### src/rtl/nsc_pkg.sv
package nsc_pkg;

  // Line limits
  localparam int MAX_LINE = 128;
  localparam int POS_W    = $clog2(MAX_LINE);
  localparam int LEN_W    = POS_W + 1;
  localparam int BYTE_W   = 8;
  localparam int TAG_LEN  = 6;

  // Character codes
  localparam logic [BYTE_W-1:0] NEWLINE    = 8'h0A;
  localparam logic [BYTE_W-1:0] ASCII_ZERO = 8'd48;
  localparam logic [BYTE_W-1:0] ASCII_NINE = 8'd57;
  localparam logic [BYTE_W-1:0] ASCII_A    = 8'd65;
  localparam logic [BYTE_W-1:0] ASCII_F    = 8'd70;
  localparam logic [BYTE_W-1:0] HEX_RADIX  = 8'd16;
  localparam logic [BYTE_W-1:0] ALPHA_BIAS = ASCII_A - 8'd10;

  typedef logic [BYTE_W-1:0] byte_t;

  // One registered input request
  typedef struct packed {
    logic  valid;
    byte_t data;
  } stage_t;

  // One result request
  typedef struct packed {
    logic  sentence_ok;
    logic  tag_match;
    byte_t computed_sum;
    byte_t received_sum;
    byte_t line_length;
  } result_t;

  typedef struct packed {
    logic       ok;
    logic [3:0] val;
  } hex_t;

  // Expected "$GPRMC" character at a tag position
  function automatic byte_t tag_char(input logic [2:0] idx);
    byte_t c;
    unique case (idx)
      3'd0:    c = 8'h24;
      3'd1:    c = 8'h47;
      3'd2:    c = 8'h50;
      3'd3:    c = 8'h52;
      3'd4:    c = 8'h4D;
      3'd5:    c = 8'h43;
      default: c = '0;
    endcase
    return c;
  endfunction

  // Hex digit decode, 0-9 and A-F only
  function automatic hex_t hex_decode(input byte_t c);
    hex_t h;
    byte_t v;
    v = '0;
    h.ok = 1'b1;
    if (c >= ASCII_ZERO && c <= ASCII_NINE) begin
      v = c - ASCII_ZERO;
    end else if (c >= ASCII_A && c <= ASCII_F) begin
      v = c - ALPHA_BIAS;
    end else begin
      h.ok = 1'b0;
    end
    h.val = v[3:0];
    return h;
  endfunction

endpackage

### src/rtl/nmea_sentence_checksum_check_top.sv
// NMEA $GPRMC sentence checksum checker.
//
// Input channel: one received serial byte per request on in_rx_byte,
// accepted when in_valid is high and in_stall is low. One byte can be
// accepted every cycle while in_stall is low.
// Output channel: one result request per newline byte, none for other
// bytes. Fields: sentence_ok, tag_match, computed_sum, received_sum and
// line_length, taken when out_valid is high and out_stall is low.
// Flow: an accepted newline goes into the input register, then its result
// into the result register, which raises out_valid. The byte pipeline is
// an input register and a result register with the line state updated
// between them, one byte per cycle while in_stall is low.
// Reset (rst_n low, synchronous): both registers empty, line position,
// running XOR and recent bytes cleared, tag match flag set.
// Stall: a waiting result holds its fields; non-newline bytes keep
// flowing. A newline behind a stalled result waits in the input register,
// and in_stall rises until the result register is free again.
// Lines reaching 128 bytes without a newline restart silently.
module nmea_sentence_checksum_check_top (
  input  logic           clk,
  input  logic           rst_n,
  input  logic           in_valid,
  output logic           in_stall,
  input  nsc_pkg::byte_t in_rx_byte,
  output logic           out_valid,
  input  logic           out_stall,
  output logic           out_sentence_ok,
  output logic           out_tag_match,
  output nsc_pkg::byte_t out_computed_sum,
  output nsc_pkg::byte_t out_received_sum,
  output nsc_pkg::byte_t out_line_length
);
  import nsc_pkg::*;

  stage_t  stage;
  result_t result;
  result_t out_data;
  logic    is_newline;
  logic    out_free;
  logic    advance;
  logic    in_load;

  // Pipeline flow control
  assign out_free = !out_valid || !out_stall;
  assign advance  = stage.valid && (!is_newline || out_free);
  assign in_stall = stage.valid && !advance;
  assign in_load  = in_valid && !in_stall;

  nsc_in_stage u_in (
    .clk     (clk),
    .rst_n   (rst_n),
    .load    (in_load),
    .advance (advance),
    .rx_byte (in_rx_byte),
    .stage   (stage)
  );

  nsc_line_check u_check (
    .clk        (clk),
    .rst_n      (rst_n),
    .step       (advance),
    .rx_byte    (stage.data),
    .is_newline (is_newline),
    .result     (result)
  );

  nsc_out_stage u_out (
    .clk       (clk),
    .rst_n     (rst_n),
    .load      (advance && is_newline),
    .out_stall (out_stall),
    .result    (result),
    .out_valid (out_valid),
    .out_data  (out_data)
  );

  assign out_sentence_ok  = out_data.sentence_ok;
  assign out_tag_match    = out_data.tag_match;
  assign out_computed_sum = out_data.computed_sum;
  assign out_received_sum = out_data.received_sum;
  assign out_line_length  = out_data.line_length;

endmodule

### src/rtl/nsc_in_stage.sv
module nsc_in_stage (
  input  logic           clk,
  input  logic           rst_n,
  input  logic           load,
  input  logic           advance,
  input  nsc_pkg::byte_t rx_byte,
  output nsc_pkg::stage_t stage
);
  import nsc_pkg::*;

  logic  valid_r, valid_nxt;
  byte_t data_r, data_nxt;

  // Occupancy of the input register
  always_comb begin
    valid_nxt = valid_r;
    data_nxt  = data_r;
    if (load) begin
      valid_nxt = 1'b1;
      data_nxt  = rx_byte;
    end else if (advance) begin
      valid_nxt = 1'b0;
    end
  end

  always_ff @(posedge clk) begin
    if (!rst_n) begin
      valid_r <= 1'b0;
    end else begin
      valid_r <= valid_nxt;
    end
  end

  always_ff @(posedge clk) begin
    data_r <= data_nxt;
  end

  assign stage.valid = valid_r;
  assign stage.data  = data_r;

endmodule

### src/rtl/nsc_line_check.sv
module nsc_line_check (
  input  logic             clk,
  input  logic             rst_n,
  input  logic             step,
  input  nsc_pkg::byte_t   rx_byte,
  output logic             is_newline,
  output nsc_pkg::result_t result
);
  import nsc_pkg::*;

  logic [POS_W-1:0] pos_r, pos_nxt;
  logic             prefix_ok_r, prefix_ok_nxt;
  byte_t            xor_r, xor_nxt;
  byte_t            recent_r [4];
  byte_t            recent_nxt [4];

  logic             mismatch;
  logic             prefix_now;
  logic [LEN_W-1:0] len;
  hex_t             hi, lo;
  byte_t            comp, recv;

  // Tag compare and result for the current byte
  always_comb begin
    is_newline = (rx_byte == NEWLINE);
    mismatch   = (pos_r < POS_W'(TAG_LEN)) && (rx_byte != tag_char(pos_r[2:0]));
    prefix_now = prefix_ok_r & ~mismatch;
    len        = LEN_W'(pos_r) + LEN_W'(1);
    hi         = hex_decode(recent_r[2]);
    lo         = hex_decode(recent_r[1]);
    recv       = BYTE_W'({hi.val, 4'b0} | (BYTE_W'(lo.val) & (HEX_RADIX - 8'd1)));
    if (len >= LEN_W'(TAG_LEN)) begin
      comp = xor_r ^ recent_r[0] ^ recent_r[1] ^ recent_r[2] ^ recent_r[3];
    end else begin
      comp = '0;
    end
    result.tag_match    = prefix_now;
    result.sentence_ok  = prefix_now & hi.ok & lo.ok & (comp == recv);
    result.computed_sum = comp;
    result.received_sum = recv;
    result.line_length  = BYTE_W'(len);
  end

  // Line state update; newline or overlong line starts over
  always_comb begin
    pos_nxt       = pos_r;
    prefix_ok_nxt = prefix_ok_r;
    xor_nxt       = xor_r;
    recent_nxt    = recent_r;
    if (step) begin
      if (is_newline || len >= LEN_W'(MAX_LINE)) begin
        pos_nxt       = '0;
        prefix_ok_nxt = 1'b1;
        xor_nxt       = '0;
        for (int i = 0; i < 4; i++) recent_nxt[i] = '0;
      end else begin
        pos_nxt       = POS_W'(len);
        prefix_ok_nxt = prefix_now;
        xor_nxt       = (pos_r != '0) ? (xor_r ^ rx_byte) : xor_r;
        recent_nxt[3] = recent_r[2];
        recent_nxt[2] = recent_r[1];
        recent_nxt[1] = recent_r[0];
        recent_nxt[0] = rx_byte;
      end
    end
  end

  always_ff @(posedge clk) begin
    if (!rst_n) begin
      pos_r       <= '0;
      prefix_ok_r <= 1'b1;
      xor_r       <= '0;
      for (int i = 0; i < 4; i++) recent_r[i] <= '0;
    end else begin
      pos_r       <= pos_nxt;
      prefix_ok_r <= prefix_ok_nxt;
      xor_r       <= xor_nxt;
      recent_r    <= recent_nxt;
    end
  end

endmodule

### src/rtl/nsc_out_stage.sv
module nsc_out_stage (
  input  logic             clk,
  input  logic             rst_n,
  input  logic             load,
  input  logic             out_stall,
  input  nsc_pkg::result_t result,
  output logic             out_valid,
  output nsc_pkg::result_t out_data
);
  import nsc_pkg::*;

  logic    valid_r, valid_nxt;
  result_t data_r, data_nxt;

  // Result register, holds while stalled
  always_comb begin
    valid_nxt = valid_r;
    data_nxt  = data_r;
    if (load) begin
      valid_nxt = 1'b1;
      data_nxt  = result;
    end else if (valid_r && !out_stall) begin
      valid_nxt = 1'b0;
    end
  end

  always_ff @(posedge clk) begin
    if (!rst_n) begin
      valid_r <= 1'b0;
    end else begin
      valid_r <= valid_nxt;
    end
  end

  always_ff @(posedge clk) begin
    data_r <= data_nxt;
  end

  assign out_valid = valid_r;
  assign out_data  = data_r;

endmodule

### config.mk
export PLATFORM = sky130hd
export DESIGN_NAME = nmea_sentence_checksum_check_top
export DESIGN_NICKNAME = d
export VERILOG_FILES = /design/src/rtl/nsc_pkg.sv /design/src/rtl/nmea_sentence_checksum_check_top.sv /design/src/rtl/nsc_in_stage.sv /design/src/rtl/nsc_line_check.sv /design/src/rtl/nsc_out_stage.sv
export SDC_FILE = /design/constraint.sdc
export NUM_CORES = 1
export LEC_CHECK = 0
export ABC_AREA = 1
export BUFFER_PORTS_ARGS = -buffer_cell sky130_fd_sc_hd__buf_2
export CORE_MARGIN = 8
export CORE_UTILIZATION = 55
export DETAILED_ROUTE_END_ITERATION = 10
export PLACE_DENSITY_LB_ADDON = 0.25
export SYNTH_ARGS = -nofsm -noshare
export SYNTH_HDL_FRONTEND = slang
export SYNTH_SLANG_ARGS = --single-unit
export TNS_END_PERCENT = 10
### constraint.sdc
create_clock -name clk -period 3.83 [get_ports clk]
set_input_delay 0.383 -clock clk [delete_from_list [all_inputs] [get_ports clk]]
set_output_delay 0.383 -clock clk [all_outputs]
set_load 0.02 [all_outputs]
==> results of run 1 <==
## cells by family (layout without fill, tap and decap cells)
group	Yosys count	in the layout	share of synthesized area [%]
AND/OR/NAND/NOR	279	279	28.1
flip-flops	84	84	45.0
buffers and inverters	84	126	7.75
AO/OA/AOI/OAI	64	64	11.1
XOR/XNOR	22	22	4.29
adder cells (fa/ha/maj)	13	13	3.62
## where the power goes
group          leakage, nW  internal (mW)  switching [mW]
registers            0.710          0.974          0.0483
logic                 1.39          0.115           0.204
clock network       0.0973          0.290           0.325
## synth_stat cells
cell	n	share of area (%)
nand3_1	38	4.2
nand3_2	5	1.1
xnor2_1	12	2.3
nand2_1	133	11
o21ai_0	6	0.67
nor2_1	64	5.4
inv_1	60	5.0
buf_2	11	1.2
edfxtp_1	34	23
nor2_4	2	0.50
a21oi_1	14	1.6
clkbuf_1	1	0.084
nand3b_1	8	1.3
o21a_1	1	0.17
nor2_2	3	0.42
o21ai_4	1	0.36
inv_2	8	0.67
o21ai_2	2	0.39
o21bai_1	4	0.67
nand2_2	9	1.3
o21bai_2	1	0.25
nor3_1	4	0.45
a211oi_2	11	3.1
nor3_4	1	0.36
nand4_1	9	1.3
a211oi_1	24	4.0
ha_1	13	3.6
buf_4	1	0.17
nand2_4	3	0.75
dfxtp_1	50	22
clkinv_1	1	0.084
xor2_1	10	2.0
buf_6	2	0.50
## per-stage QoR
| step | power [mW] | hold slack, ns | area [sq um] | setup slack (ns) |
|---|---|---|---|---|
| 6_report | 1.96 | 0.189 | 4930 | 1.19 |
| 5_1_grt | 2.05 | 0.178 | 4930 | 0.935 |
| 4_1_cts | 1.96 | 0.186 | 4930 | 1.16 |
| 3_5_place_dp | 1.36 | 0.469 | 4740 | 1.19 |
| 3_3_place_gp | 1.35 | 0.442 | 4740 | 1.34 |
| 2_1_floorplan | 1.29 | 0.429 | 4490 | 1.78 |
## metal layers
layer	track usage, %	part of all wire [%]	vias up
li1	-	-	1865
met1	22.2	47	1635
met2	28.5	46	83
met3	4.11	5.0	15
met4	6.93	2.2	0
met5	0	0	-
## cell type report
class	count	area, sq um	share of cell area, %
clock buffer	12	166	3.37
clock inverter	4	22.5	0.457
inverter	69	259	5.25
multi-input combinational	378	2120	43.0
sequential	84	2020	41.0
tap	105	131	2.66
timing repair buffer	41	210	4.26
## worst paths after layout
kind              slack (ns)                       endpoint                     startpoint
setup / recovery        1.19   u_out.out_data[23]$_DFFE_PP_       u_in.data_r[7]$_DFFE_PP_
hold / removal          0.19       u_in.data_r[0]$_DFFE_PP_                  in_rx_byte[0]
setup reg to reg        1.19   u_out.out_data[23]$_DFFE_PP_       u_in.data_r[7]$_DFFE_PP_
hold reg to reg         0.48  u_check.xor_r[2]$_SDFFE_PN0P_  u_check.xor_r[2]$_SDFFE_PN0P_
## registers in the layout, summed over array words and instances (netlist names)
| name | cells |
|---|---|
| u_out.out_valid | 1 |
| u_check.recent_r | 32 |
| u_check.pos_r | 7 |
| u_out.out_data | 26 |
| u_in.valid_r | 1 |
| u_in.data_r | 8 |
| u_check.xor_r | 8 |
| u_check.prefix_ok_r | 1 |
## critical path, stage by stage, from the launching register on
cell      delay [ns]
edfxtp_1        0.44
nor2_1          0.17
nand3_1         0.11
nor2_2          0.22
nand3_2         0.14
nand2_4         0.47
inv_2           0.07
nand2_1         0.13
inv_1           0.45
==> reports/metrics.cfg, run 1 <==
[cells_and_area]
fin_util_pct=61.2
fillers=745
nets=608
diodes=0
instances_no_fill=693
final_cell_mix=133 x nand2_1, 64 x nor2_1, 60 x inv_1
drive_above_1_share_pct=17.3
syn_to_final_growth_pct=9.84
final_common_cell=nand2_1

[placement]
hpwl_microns=6960
routabilityCongestion=0.863
dp_cells=677
portBuffers=39

[logic_synthesis]
synth_warnings=0
synth.net_count=571
netlist_area_sq_mm=0.00449
synth_cells=546
yosysUniqueCellTypes=33
post_synth.cell_area_avg_sq_um=8.22
yosysSeqAreaShare_pct=45.0
ys_ff_latch=84

[clock_network]
postCtsSetupRepairBufs=0
cts_root_buffer=clkbuf_8
clkTransAtPathRegs_ns=0.08
clockBufferDepth=2
ctsHoldBuffers=0
cts_sinks=84
insertion_delay_ns=0.37
cts_resized=0
cts_tree=yes
cts_buffers=9
h-tree-depth=3

[drt]
viasPerCell=5.19
drtAntennaViolNets=0
first_pass_iters=5
routedWlPerCell_microns=13.6
drt_iter0_drc=137
drt_wl_total_microns=9430
drc_errors=0
vias=3598

[timing]
clock.fmax_mhz=379
finClkSkew_ns=0.0134
period_minus_slack_ns=2.64
fin_crit_sh_pct=68.9
setup_viol=0
hold_viol=0
rsz0062_at_grt=false
final.setup.tns_ns=0
worstMarginPinSlew_ns=1.05
maxSlewViolCount=0
relSlewSlack_pct=30.1

[run_status]
status=finished clean

[power_and_ir_drop]
p_per_area_mw_per_mm2=397
leakage_nw=2.20
ir_drop_mv=0.214

[job]
max-cap-violations=0

[critical_path]
worst_setup_path_end_kind=register
r2r_cells=8
critical_path_class=register to register
cp.arrival_ns=2.58
cp-start-kind=register
crit_required_ns=3.77
cp_max_fo=55

[worst_hold_path]
holdPathStages=1
hold_class=input port to register

[global_routing]
grt_overflow_total=0
grt_first_pass_wirelength_microns=16200
grt_use_total_pct=17.6
grt_pass1_vias=3416
grt_max_degree=56
antenna_found_initial=0

[die]
num_rows=33
boundaryPins=40
die_h_microns=106
core_area_sq_mm=0.00805
initial_core_util_pct=55.8
fp.dieW_microns=106
die_area_sq_mm=0.0113

Note: power is estimated with default switching activity, not from simulation.
==> inputs of run 2 (changes only) <==
Clock period 3.83 ns to 2.65 ns, I/O delays scaled along.
==> reports/metrics.cfg, run 2 (same netlist as run 1, synthesis figures left out) <==
[cells_and_area]
syn_to_final_growth_pct=10.9
nets=610
top_register=u_check.recent_r
largest_register_ffs=32
final_cell_mix=133 x nand2_1, 64 x nor2_1, 60 x inv_1
final_common_cell=nand2_1
drive_above_1_share_pct=17.8
diodes=0

[die]
initial_core_util_pct=55.8
num_rows=33
core_area_sq_mm=0.00805
die_h_microns=106
die_area_sq_mm=0.0113
boundaryPins=40
fp.dieW_microns=106

[global_routing]
grt_overflow_total=0
grt_busiest_layer=met2
use_met3_pct=3.39
use_met2_pct=27.5
grt_first_pass_wirelength_microns=15700
grt_max_degree=54
grt_use_total_pct=17.0
antenna_found_initial=0
grt_pass1_vias=3370
met1_usage_pct=21.9

[critical_path]
setup.worst_path.start=u_check.pos_r[0]$_SDFFE_PN0P_
worst_setup_path_end_kind=register
cp_max_fo=7
crit_top_cell=nand2_1
crit_slowest_cell=dfxtp_1
cp_num_buf_inv=1
cp-start-kind=register
path_delay_family=simple AND/OR/NAND/NOR gates
critical_path_class=register to register
critPathMaxStageDelay_ns=0.48
crit_required_ns=2.87
crit_path_cell_trace=inv_1, ha_1, o21ai_0, nand2_1, nand2_1, nand2_1, nor2_1, nand2_1, nand2_1, nand2_1, nor2_1, nand3_1, nor2_1
timing.rr.start=u_check.pos_r[0]$_SDFFE_PN0P_
cp.arrival_ns=2.42

[clock_network]
h-tree-depth=3
cts_sinks=84
ctsHoldBuffers=0
clkTransAtPathRegs_ns=0.09
cts_buffers=9
cts_resized=0
cts_tree=yes
postCtsSetupRepairBufs=0
cts_root_buffer=clkbuf_8
insertion_delay_ns=0.35
clockBufferDepth=2

[job]
max-cap-violations=0

[placement]
routabilityCongestion=0.867
portBuffers=39
hpwl_microns=6950

[drt]
routedWlPerCell_microns=13.3
first_pass_iters=4
drt_iter0_drc=200
drtAntennaViolNets=0
drc_errors=0
vias=3650
drt_wl_total_microns=9270
viasPerCell=5.25

[run_status]
status=finished clean

[timing]
final.setup.tns_ns=0
worstMarginPinSlew_ns=1.02
finClkSkew_ns=0.0159
setup_viol=0
rsz0062_at_grt=false
relSlewSlack_pct=31.8
fin_crit_sh_pct=83.1
clock.fmax_mhz=454
hold_viol=0
maxSlewViolCount=0
period_minus_slack_ns=2.20

[power_and_ir_drop]
total_power_mw=2.89
p_per_area_mw_per_mm2=580
ir_drop_mv=0.344
leakage_nw=2.21

[worst_hold_path]
holdCritStartpoint=in_rx_byte[2]
hold_class=input port to register

==> run 2: where the power goes <==
group	total (mW)	internal [mW]	switching, mW	leakage [nW]
Combinational	0.467	0.170	0.297	1.41
Sequential	1.48	1.41	0.0686	0.710
Clock	0.943	0.468	0.476	0.0955
Total	2.89	2.05	0.841	2.21
==> run 2: worst paths after layout <==
path	cells past startpoint	end	slack [ns]
hold reg to reg	2	u_check.prefix_ok_r$_SDFFE_PN1P_	0.47
setup / recovery	13	u_out.out_data[25]$_DFFE_PP_	0.45
setup reg to reg	13	u_out.out_data[25]$_DFFE_PP_	0.45
hold / removal	1	u_in.data_r[2]$_DFFE_PP_	0.09
==> run 2: per-layer routing <==
layer	share of wire [%]	vias up	wire (microns)
met1	46	1699	4220
met2	47	78	4350
met4	1.2	0	107
li1	-	1864	-
met3	6.4	9	591
met5	0	-	0
==> run 2: stage by stage <==
step / hold slack (ns) / util [%] / area, sq um / instances / worst slack (ns)
after global routing: 0.0752 / 61.8 / 4980 / 695 / 0.205
final: 0.0872 / 61.8 / 4980 / 695 / 0.447
after detailed placement: 0.443 / 59.2 / 4770 / 679 / 0.472
after global placement: 0.442 / 59.2 / 4770 / 679 / 0.517
after CTS: 0.0764 / 61.8 / 4980 / 695 / 0.448
after floorplan: 0.364 / - / 4490 / 546 / 0.605
==> run 2: layout make-up <==
type                    instances  area (sq um)
fillers                       737          3070
multi-input cells             378          2120
flip-flops and latches         84          2020
inverters                      69           259
repair buffers                 43           238
clock buffers                  10           138
well taps                     105           131
clock inverters                 6          70.1
==> inputs of run 3 (changes only) <==
Settings changed: CORE_UTILIZATION 55 to 54.
Clock period 2.65 ns to 1.86 ns, I/O delays scaled along.
==> reports/metrics.cfg, run 3 (same netlist as run 1, synthesis figures left out) <==
[placement]
dp_cells=705
placed_area_sq_mm=0.00502
routabilityCongestion=0.924
pre_cts_ws_ns=-0.0940
portBuffers=39
hpwl_microns=7210

[power_and_ir_drop]
leakage_nw=2.53
total_power_mw=4.44
ir_drop_mv=0.392
p_per_area_mw_per_mm2=786

[critical_path]
worst_setup_path_end_kind=register
crit_required_ns=2.10
crit_slowest_cell=edfxtp_1
cp-start-kind=register
cp_max_fo=18
path_delay_family=compound AO/OA/AOI/OAI gates
cp.arrival_ns=2.12
critPathMaxStageDelay_ns=0.41
cp_num_buf_inv=3
crit_top_cell=nor2_4
critical_path_class=register to register
crit_path_cell_trace=inv_1, nand4_1, nor2_4, buf_6, nor2_4, o21ai_4, buf_12, o21bai_1, a21oi_1

[cells_and_area]
syn_to_final_growth_pct=25.7
fin_util_pct=69.4
fin_area_sq_mm=0.00564
instances_no_fill=737
final_cell_mix=123 x nand2_1, 57 x nor2_1, 53 x inv_1
top_register=u_check.recent_r
diodes=0
nets=652
final_common_cell=nand2_1
largest_register_ffs=32
drive_above_1_share_pct=29.9

[clock_network]
cts_root_buffer=clkbuf_8
cts_tree=yes
h-tree-depth=3
clockBufferDepth=2
insertion_delay_ns=0.35
cts_sinks=84
clkTransAtPathRegs_ns=0.09
cts_buffers=9

[timing]
finClkSkew_ns=0.00798
period_minus_slack_ns=1.87
relSlewSlack_pct=76.1
hold_viol=0
setup_viol=1
maxSlewViolCount=0
clock.fmax_mhz=534
fin_crit_sh_pct=101
worstMarginPinSlew_ns=0.358
finalWorstSetupSlack_ns=-0.0113
rsz0062_at_grt=true
whs_ns=0.00909
final.setup.tns_ns=-0.0113

[die]
core_area_sq_mm=0.00813
fp.dieW_microns=107
boundaryPins=40
die_h_microns=107
num_rows=33
die_area_sq_mm=0.0115
initial_core_util_pct=55.2

[drt]
drt_wl_total_microns=11000
drtAntennaViolNets=0
drt_iter0_drc=234
vias=3892
drc_errors=0
first_pass_iters=5
viasPerCell=5.28
routedWlPerCell_microns=15.0

[global_routing]
grt_overflow_total=0
grt_use_total_pct=17.4
antenna_found_initial=0
grt_pass1_vias=3574
grt_max_degree=54
grt_first_pass_wirelength_microns=16500

[job]
max-cap-violations=0

[worst_hold_path]
hold_class=input port to register

[run_status]
status=complete, but fails checks
violations=setup timing

run 3: per-layer routing:
metal,routed length [microns],global-route usage (%),up-vias,share of wire [%]
met1,4880,22.1,1809,44
li1,-,-,1958,-
met3,568,2.88,15,5.2
met5,0,0,-,0
met4,148,5.93,0,1.3
met2,5430,29.3,110,49
run 3: final timing paths:
kind / start / to / slack [ns] / cells past startpoint
worst max register to register: u_in.data_r[2]$_DFFE_PP_ / u_check.xor_r[4]$_SDFFE_PN0P_ / -0.01 / 9
worst min register to register: u_check.prefix_ok_r$_SDFFE_PN1P_ / u_check.prefix_ok_r$_SDFFE_PN1P_ / 0.49 / 2
worst max-delay path: u_in.data_r[2]$_DFFE_PP_ / u_check.xor_r[4]$_SDFFE_PN0P_ / -0.01 / 9
worst min-delay path: in_rx_byte[6] / u_in.data_r[6]$_DFFE_PP_ / 0.009 / 1
run 3: layout make-up:
cell class                      instances  area (sq um)
Clock buffer                            9           124
Clock inverter                          7          98.8
Fill cell                             646          2490
Inverter                               69           270
Multi-Input combinational cell        379          2310
Sequential cell                        84          2040
Tap cell                              105           131
Timing Repair Buffer                   84           671
run 3: what timing repair did:
item | in CTS | in global routing
hold endpoints to repair | 4 | 0
buffers inserted | 1 | 7
cloned | 0 | 4
hold buffers | 4 | 0
pin swaps | 2 | 26
resized for setup | 9 | 60
setup endpoints to repair | 37 | 72
run 3: worst reg2reg max path, cell delays in order (launching register included):
cell      delay (ns)
edfxtp_1        0.41
inv_1           0.09
nand4_1         0.16
nor2_4          0.20
buf_6           0.15
nor2_4          0.06
o21ai_4         0.31
buf_12          0.20
o21bai_1        0.13
a21oi_1         0.06
run 3: power breakdown:
| group | switching, mW | internal [mW] | leakage [nW] |
|---|---|---|---|
| sequential | 0.0909 | 2.00 | 0.714 |
| clock | 0.691 | 0.766 | 0.110 |
| combinational | 0.520 | 0.366 | 1.71 |
